## src/rtl/core/biquad_iir_filter_core_macros.svh

```systemverilog
// Assertion macros for the biquad IIR filter core.
// Uses the including module's i_clk and i_rst_n; no other dependencies.
`ifndef BIQUAD_IIR_FILTER_CORE_MACROS_SVH
`define BIQUAD_IIR_FILTER_CORE_MACROS_SVH

// Check that a condition implies another in the same cycle
`define BQ_ASSERT_SAME(label, ante, cons, msg) \
    label: assert property (@(posedge i_clk) disable iff (!i_rst_n) (ante) |-> (cons)) \
        else $error(msg);

// Check that a condition implies another in the following cycle
`define BQ_ASSERT_NEXT(label, ante, cons, msg) \
    label: assert property (@(posedge i_clk) disable iff (!i_rst_n) (ante) |=> (cons)) \
        else $error(msg);

`endif

```

## src/rtl/core/biquad_pkg.sv

```systemverilog
// Shared constants and types for the biquad IIR filter core.
// No dependencies.
package biquad_pkg;

    // Field and datapath widths
    localparam int SECTION_ORDER  = 2;
    localparam int SAMPLE_BITS    = 16;
    localparam int COEF_FRAC_BITS = 16;
    localparam int CFG_BITS       = 20;
    localparam int CFG_COUNT      = 6;
    localparam int CFG_IDX_BITS   = $clog2(CFG_COUNT);
    localparam int STATE_BITS     = 32;
    localparam int PROD_BITS      = CFG_BITS + STATE_BITS;
    // Three products summed, plus rounding headroom
    localparam int ACC_BITS       = PROD_BITS + 2;
    localparam int QUOT_BITS      = ACC_BITS - COEF_FRAC_BITS;

    // Register reset values
    localparam logic signed [CFG_BITS-1:0] CFG_ONE  = CFG_BITS'(1) << COEF_FRAC_BITS;
    localparam logic signed [CFG_BITS-1:0] CFG_ZERO = '0;

    // Saturation limits
    localparam logic signed [STATE_BITS-1:0]  STATE_MAX = {1'b0, {(STATE_BITS-1){1'b1}}};
    localparam logic signed [STATE_BITS-1:0]  STATE_MIN = {1'b1, {(STATE_BITS-1){1'b0}}};
    localparam logic signed [SAMPLE_BITS-1:0] SMP_MAX   = {1'b0, {(SAMPLE_BITS-1){1'b1}}};
    localparam logic signed [SAMPLE_BITS-1:0] SMP_MIN   = {1'b1, {(SAMPLE_BITS-1){1'b0}}};

    // Round half up constant
    localparam logic signed [ACC_BITS-1:0] RND_HALF = ACC_BITS'(1) << (COEF_FRAC_BITS - 1);

    // Configuration register indexes
    typedef enum logic [CFG_IDX_BITS-1:0] {
        CFG_GAIN = 3'd0,
        CFG_A1   = 3'd1,
        CFG_A2   = 3'd2,
        CFG_B0   = 3'd3,
        CFG_B1   = 3'd4,
        CFG_B2   = 3'd5
    } t_cfg_idx;

endpackage

```

## src/rtl/core/biquad_iir_filter_core.sv

```systemverilog
// Biquad IIR filter core: direct form II second-order section on one shared MAC.
// Depends on biquad_pkg and biquad_iir_filter_core_macros.svh.
//
// A sample is handled in order by the idle state that accepts it, six passes
// through the single 20x32 multiplier with its registered product, an
// accumulate step for each sum that adds its last product, and one
// round-and-clamp step each for the internal value and the output. The core
// takes no new sample before it is through with the last. The input stall
// stays high while the sequencer is busy; a finished result waits in the
// output register and a new sample is accepted meanwhile. The result is only
// held back in its last step if the previous result has not yet been taken.
// Coefficient writes take effect at the next clock edge and must happen while
// the filter is idle.
`include "biquad_iir_filter_core_macros.svh"

module biquad_iir_filter_core (
    input  logic                                   i_clk,
    input  logic                                   i_rst_n,
    // configuration write port
    input  logic                                   i_cfg_we,
    input  logic [biquad_pkg::CFG_IDX_BITS-1:0]    i_cfg_index,
    input  logic [biquad_pkg::CFG_BITS-1:0]        i_cfg_data,
    // sample request in
    input  logic                                   i_in_valid,
    output logic                                   o_in_stall,
    input  logic signed [biquad_pkg::SAMPLE_BITS-1:0] i_sample_in,
    // sample request out
    output logic                                   o_out_valid,
    input  logic                                   i_out_stall,
    output logic signed [biquad_pkg::SAMPLE_BITS-1:0] o_sample_out,
    output logic                                   o_clipped
);
    import biquad_pkg::*;

    typedef enum logic [3:0] {
        S_IDLE,
        S_G,
        S_A1,
        S_A2,
        S_ACC1,
        S_W,
        S_B0,
        S_B1,
        S_B2,
        S_ACC2,
        S_Y
    } t_state;

    // Coefficient registers
    logic signed [CFG_BITS-1:0] r_gain, r_a1, r_a2, r_b0, r_b1, r_b2;

    // Sequencer, datapath and output registers
    t_state                        r_state, n_state;
    logic signed [SAMPLE_BITS-1:0] r_x, n_x;
    logic signed [PROD_BITS-1:0]   r_prod, n_prod;
    logic signed [ACC_BITS-1:0]    r_acc, n_acc;
    logic signed [STATE_BITS-1:0]  r_w, n_w;
    logic signed [STATE_BITS-1:0]  r_w1, n_w1;
    logic signed [STATE_BITS-1:0]  r_w2, n_w2;
    logic                          r_clip, n_clip;
    logic                          r_out_valid, n_out_valid;
    logic signed [SAMPLE_BITS-1:0] r_sample_out, n_sample_out;
    logic                          r_out_clip, n_out_clip;

    // Shared multiplier operands and result
    logic signed [CFG_BITS-1:0]    mul_a;
    logic signed [STATE_BITS-1:0]  mul_b;
    logic signed [PROD_BITS-1:0]   mul_p;
    logic signed [ACC_BITS-1:0]    prod_ext;

    // Shared rounder and clamps
    logic signed [ACC_BITS-1:0]    rnd;
    logic        [QUOT_BITS-1:0]   quot;
    logic                          w_hit, y_hit;
    logic signed [STATE_BITS-1:0]  w_sat;
    logic signed [SAMPLE_BITS-1:0] y_sat;
    logic                          out_free;

    // Write coefficient registers; ignore indexes beyond the list
    always_ff @(posedge i_clk) begin
        if (!i_rst_n) begin
            r_gain <= CFG_ONE;
            r_a1   <= CFG_ZERO;
            r_a2   <= CFG_ZERO;
            r_b0   <= CFG_ONE;
            r_b1   <= CFG_ZERO;
            r_b2   <= CFG_ZERO;
        end else if (i_cfg_we) begin
            unique case (t_cfg_idx'(i_cfg_index))
                CFG_GAIN: r_gain <= i_cfg_data;
                CFG_A1:   r_a1   <= i_cfg_data;
                CFG_A2:   r_a2   <= i_cfg_data;
                CFG_B0:   r_b0   <= i_cfg_data;
                CFG_B1:   r_b1   <= i_cfg_data;
                CFG_B2:   r_b2   <= i_cfg_data;
                default: begin
                end
            endcase
        end
    end

    // Select multiplier operands for the current step
    always_comb begin
        unique case (r_state)
            S_A1: begin
                mul_a = r_a1;
                mul_b = r_w1;
            end
            S_A2: begin
                mul_a = r_a2;
                mul_b = r_w2;
            end
            S_B0: begin
                mul_a = r_b0;
                mul_b = r_w;
            end
            S_B1: begin
                mul_a = r_b1;
                mul_b = r_w1;
            end
            S_B2: begin
                mul_a = r_b2;
                mul_b = r_w2;
            end
            default: begin
                mul_a = r_gain;
                mul_b = STATE_BITS'(r_x);
            end
        endcase
    end

    assign mul_p    = mul_a * mul_b;
    assign prod_ext = ACC_BITS'(r_prod);

    // Round half up, then clamp to the state and sample ranges
    assign rnd   = r_acc + RND_HALF;
    assign quot  = rnd[ACC_BITS-1:COEF_FRAC_BITS];
    assign w_hit = !((&quot[QUOT_BITS-1:STATE_BITS-1]) || !(|quot[QUOT_BITS-1:STATE_BITS-1]));
    assign y_hit = !((&quot[QUOT_BITS-1:SAMPLE_BITS-1]) || !(|quot[QUOT_BITS-1:SAMPLE_BITS-1]));
    assign w_sat = w_hit ? (quot[QUOT_BITS-1] ? STATE_MIN : STATE_MAX)
                         : signed'(quot[STATE_BITS-1:0]);
    assign y_sat = y_hit ? (quot[QUOT_BITS-1] ? SMP_MIN : SMP_MAX)
                         : signed'(quot[SAMPLE_BITS-1:0]);

    // Output register can take a new result
    assign out_free = !r_out_valid || !i_out_stall;

    // Sequence the six products and two round steps
    always_comb begin
        n_state      = r_state;
        n_x          = r_x;
        n_prod       = r_prod;
        n_acc        = r_acc;
        n_w          = r_w;
        n_w1         = r_w1;
        n_w2         = r_w2;
        n_clip       = r_clip;
        n_sample_out = r_sample_out;
        n_out_clip   = r_out_clip;
        // drop the result once it is taken
        n_out_valid  = r_out_valid && i_out_stall;

        unique case (r_state)
            S_IDLE: begin
                if (i_in_valid) begin
                    n_x     = i_sample_in;
                    n_clip  = 1'b0;
                    n_state = S_G;
                end
            end
            S_G: begin
                n_prod  = mul_p;
                n_state = S_A1;
            end
            S_A1: begin
                n_acc   = prod_ext;
                n_prod  = mul_p;
                n_state = S_A2;
            end
            S_A2: begin
                n_acc   = r_acc - prod_ext;
                n_prod  = mul_p;
                n_state = S_ACC1;
            end
            S_ACC1: begin
                n_acc   = r_acc - prod_ext;
                n_state = S_W;
            end
            S_W: begin
                n_w     = w_sat;
                n_clip  = w_hit;
                n_state = S_B0;
            end
            S_B0: begin
                n_prod  = mul_p;
                n_state = S_B1;
            end
            S_B1: begin
                n_acc   = prod_ext;
                n_prod  = mul_p;
                n_state = S_B2;
            end
            S_B2: begin
                n_acc   = r_acc + prod_ext;
                n_prod  = mul_p;
                n_state = S_ACC2;
            end
            S_ACC2: begin
                n_acc   = r_acc + prod_ext;
                n_state = S_Y;
            end
            S_Y: begin
                // hold until the output register is free, then advance the delay line
                if (out_free) begin
                    n_out_valid  = 1'b1;
                    n_sample_out = y_sat;
                    n_out_clip   = r_clip || y_hit;
                    n_w1         = r_w;
                    n_w2         = r_w1;
                    n_state      = S_IDLE;
                end
            end
            default: begin
                n_state = S_IDLE;
            end
        endcase
    end

    // Hold state, delay line and registered outputs
    always_ff @(posedge i_clk) begin
        if (!i_rst_n) begin
            r_state     <= S_IDLE;
            r_out_valid <= 1'b0;
            r_w1        <= '0;
            r_w2        <= '0;
        end else begin
            r_state      <= n_state;
            r_out_valid  <= n_out_valid;
            r_w1         <= n_w1;
            r_w2         <= n_w2;
            r_x          <= n_x;
            r_prod       <= n_prod;
            r_acc        <= n_acc;
            r_w          <= n_w;
            r_clip       <= n_clip;
            r_sample_out <= n_sample_out;
            r_out_clip   <= n_out_clip;
        end
    end

    assign o_in_stall   = (r_state != S_IDLE);
    assign o_out_valid  = r_out_valid;
    assign o_sample_out = r_sample_out;
    assign o_clipped    = r_out_clip;

    // A new sample always starts the gain product
    `BQ_ASSERT_NEXT(a_start_seq, i_in_valid && !o_in_stall, r_state == S_G, "sample not started")
    // A waiting result is never overwritten
    `BQ_ASSERT_NEXT(a_no_overwrite, r_state == S_Y && !out_free,
                    r_state == S_Y && $stable(r_sample_out), "result overwritten")
    // A result only appears out of the final step
    `BQ_ASSERT_SAME(a_out_from_y, $rose(o_out_valid), $past(r_state == S_Y),
                    "result without final step")
    // The delay line moves only when a result enters the output register
    `BQ_ASSERT_NEXT(a_delay_hold, r_state != S_Y, $stable(r_w1) && $stable(r_w2),
                    "delay line moved early")

endmodule

```

## config.mk

```make
export PLATFORM = sky130hd
export DESIGN_NAME = biquad_iir_filter_core
export DESIGN_NICKNAME = d
export VERILOG_FILES = /design/src/rtl/core/biquad_pkg.sv /design/src/rtl/core/biquad_iir_filter_core.sv
export VERILOG_INCLUDE_DIRS = /design/src /design/src/rtl/core
export SDC_FILE = /design/constraint.sdc
export NUM_CORES = 2
export LEC_CHECK = 0
export BUFFER_PORTS_ARGS = -buffer_cell sky130_fd_sc_hd__buf_2
export CAP_MARGIN = 5
export CORE_MARGIN = 3
export CORE_UTILIZATION = 36
export CTS_CLUSTER_DIAMETER = 50
export DETAILED_ROUTE_END_ITERATION = 12
export SLEW_MARGIN = 20
export SYNTH_ARGS = -nofsm -noshare
export SYNTH_HDL_FRONTEND = slang
export SYNTH_SLANG_ARGS = --single-unit
```

## constraint.sdc

```tcl
create_clock -name i_clk -period 13.5 [get_ports i_clk]
set_input_delay 2.025 -clock i_clk [delete_from_list [all_inputs] [get_ports i_clk]]
set_output_delay 2.025 -clock i_clk [all_outputs]
set_load 0.005 [all_outputs]
```

==> impl_results.md <==
* Run status: finished, final reports clean
* Critical path's slowest cell: o21a_1
* Hold violation count in the final report at 0
* WS Path Type: reg2reg
* Pins Over Slew Limit at 0
* Final Setup Violations at 0
* Inserted Clock Buffers at 55
* Clk Tree Root Cell: clkbuf_16
* CTS Sinks at 361
* Remaining antenna violation count at 0
* Fraction of layout cells with a size suffix above 1 at 0.0662
* Area growth, synth to finish at 9.02%
* Setup TNS Final at 0 ns
* Initial Util at 0.365
* IO Pins at 63
* GRT overflow at 0
* Maximum clock path buffer count at 3
* Initial DRC Count at around 3000
* Final-stage net count at 5567
* FF+latch count, synth at 361
* Slack of the worst reg-to-reg path at ~2.4 ns
* Post-CTS Setup Inserts at 0
* Worst-Skew Late Latency at around 0.63 ns
* Most frequent cells in the layout: 805 x nand2_1, 758 x inv_1, 637 x fa_1, 415 x nor2_1
* CP most frequent cell: fa_1
* Critical Path End: r_prod[50]
* Clock transition at path regs at 0.06 ns
* CP endpoint kind: flop
* Synth warn at 0
* CORE AREA at 115000 um2
* Die W at 348 um
* Critical Path AT at around 11 ns
* Initial antenna violation count at 10
* Global-route wire length before repair at 196000 um
* Post-Syn Area at 42000 um2
* Setup Skew at a little under 0.03 ns
* RD Place Congestion at 0.905
* RSZ-0062 raised after global routing: no
* Hold_buf cts at 0
* Final wirelength at 124000 um
* Pre-antenna DRT Iters at 6
* Die ar. at 121000 um2
* GRT Util Overall at 0.205
* Vias/cell at 5.27
* Seq/Total Area, Yosys at 0.213
* Number of global-route vias before repair at 32900
* Highest clock rate at 0.0904 GHz
* Tcrit/Tclk final at 0.819
* RR Endpoint: r_prod[50]
* I/O Buffers at between 60 and 70
* CTS H-tree depth at 2
* Die extent in y at 348 um
* Critical Path Source: r_state[0]
* DR WL/cell at 19.7 um
* Crit path max fanout at between 80 and 90
* DP Area at approximately 44000 um2
* CP startpoint kind: flop
* CTS tree: done
* Most common cell after layout, fill and taps aside: nand2_1
* Syn Inst Count at 4755
* Worst-margin pin slew at 1.10 ns
* Via Count at between 30000 and 40000
* Slew Limit Headroom at 0.265
* Number of flops mapped to enable cells by yosys at 172
* Fin crit period at around 11 ns
* Hold crit path type: reg2reg
* Avg Inst Size Synth at 8.84 um2
* Maxcap violations at 0
* Largest net degree at the start of global routing at 106
* Net count after synthesis at 5622
* Hold_ws at 0.459 ns
* CP max stage delay at 0.93 ns
* Post-synth cell types at 90
* FFs w/ async S/R, synth at 0
* Rows at 124
* Post-route DRC at 0
* Worst Reg-to-Reg Cells at 28
* Post_cts resized at 0
* CP required at 13.86 ns
* RR Startpoint: r_state[0]
* Hpwl dp at 95500 um
* Top_reg_cell synth: dfxtp_1
* Final instance area at 45800 um2
[synthesized netlist by cell type (11+ instances only)]
cell,instances,area [um2]
xnor2_1,121,1060
a211oi_1,19,143
nand2b_1,44,275
nor3_1,35,175
a221oi_1,12,105
nand2_1,805,3020
o31ai_1,19,143
o21ai_1,17,85.1
and3_1,28,175
edfxtp_1,172,5160
nor2_1,418,1570
a21o_1,72,541
ha_1,186,2330
and2_1,37,231
a21oi_1,154,771
buf_1,11,41.3
dfxtp_1,189,3780
nor2b_1,16,100
buf_2,49,245
a31oi_1,15,93.8
o21bai_1,20,150
clkbuf_1,179,672
a221o_1,14,140
inv_1,758,2850
o21ai_0,123,616
nand4_1,42,263
a21boi_0,189,1420
xor2_1,69,604
a22oi_1,38,285
nand3_1,47,235
a222oi_1,17,170
fa_1,637,12800
or3_1,17,106
a22o_1,16,140
o21a_1,21,158
[how the worst min path moves through the flow]
stage,end,startpoint,cells past startpoint,slack [ns]
2_1_floorplan,r_gain[16],r_gain[16],2,0.44
3_3_place_gp,r_b1[1],r_b1[1],2,0.45
3_5_place_dp,r_a2[3],r_a2[3],2,0.46
4_1_cts,r_w2[20],r_w1[20],2,0.45
5_1_grt,r_w2[20],r_w1[20],2,0.46
6_report,r_w2[20],r_w1[20],2,0.46
[area by class of cell]
type / count / area (um2)
inverter: 758 / 2850
clock inverter: 30 / 314
antenna: 6 / 15.0
tap: 1512 / 1890
fill: 11500 / 69300
timing repair buffer: 131 / 831
clock buffer: 73 / 1560
sequential: 361 / 8950
multi-input combinational: 3393 / 29400
[state kept, by name, summed over array words and instances (netlist names), 20 cells and up]
name    flops
r_b0       20
r_w1       32
r_b2       20
r_prod     52
r_w        32
r_acc      54
r_a2       20
r_gain     20
r_a1       20
r_w2       32
r_b1       20
[stage by stage]
step                      std cells  worst slack [ns]  utilization
after floorplan                4755              4.83            -
after global placement         6155              2.73        0.382
after detailed placement       6155              2.52        0.382
after CTS                      6258              2.47        0.398
after global routing           6260              1.72        0.398
final                          6264              2.44        0.398
[cells by family after synthesis]
group           share of synthesized area
simple gates                        0.158
buf+inv                            0.0914
compound gates                      0.138
fa+ha+maj                           0.359
flops                               0.213
xor+xnor                           0.0402
mux                               0.00158
[layer usage]
metal  vias to the layer above  track usage  wire length [um]
li1                      15100            -                 -
met5                         -            0                70
met4                         8       0.0488              2900
met1                     16500        0.303             56500
met3                       147       0.0472             11700
met2                      1227        0.304             52500
[critical path: cells and delay by family (launching register included)]
| family | cells | cell delay, ns |
|---|---|---|
| buffers and inverters | 4 | 0.46 |
| AO/OA/AOI/OAI | 10 | 3.40 |
| flip-flops | 1 | 0.65 |
| XOR/XNOR | 1 | 0.15 |
| adder cells (fa/ha/maj) | 8 | 3.91 |
| AND/OR/NAND/NOR | 5 | 2.10 |
Power is left out: the tool's default activity adds up to more than one toggle a clock period on the data nets, which glitch-free logic cannot reach.
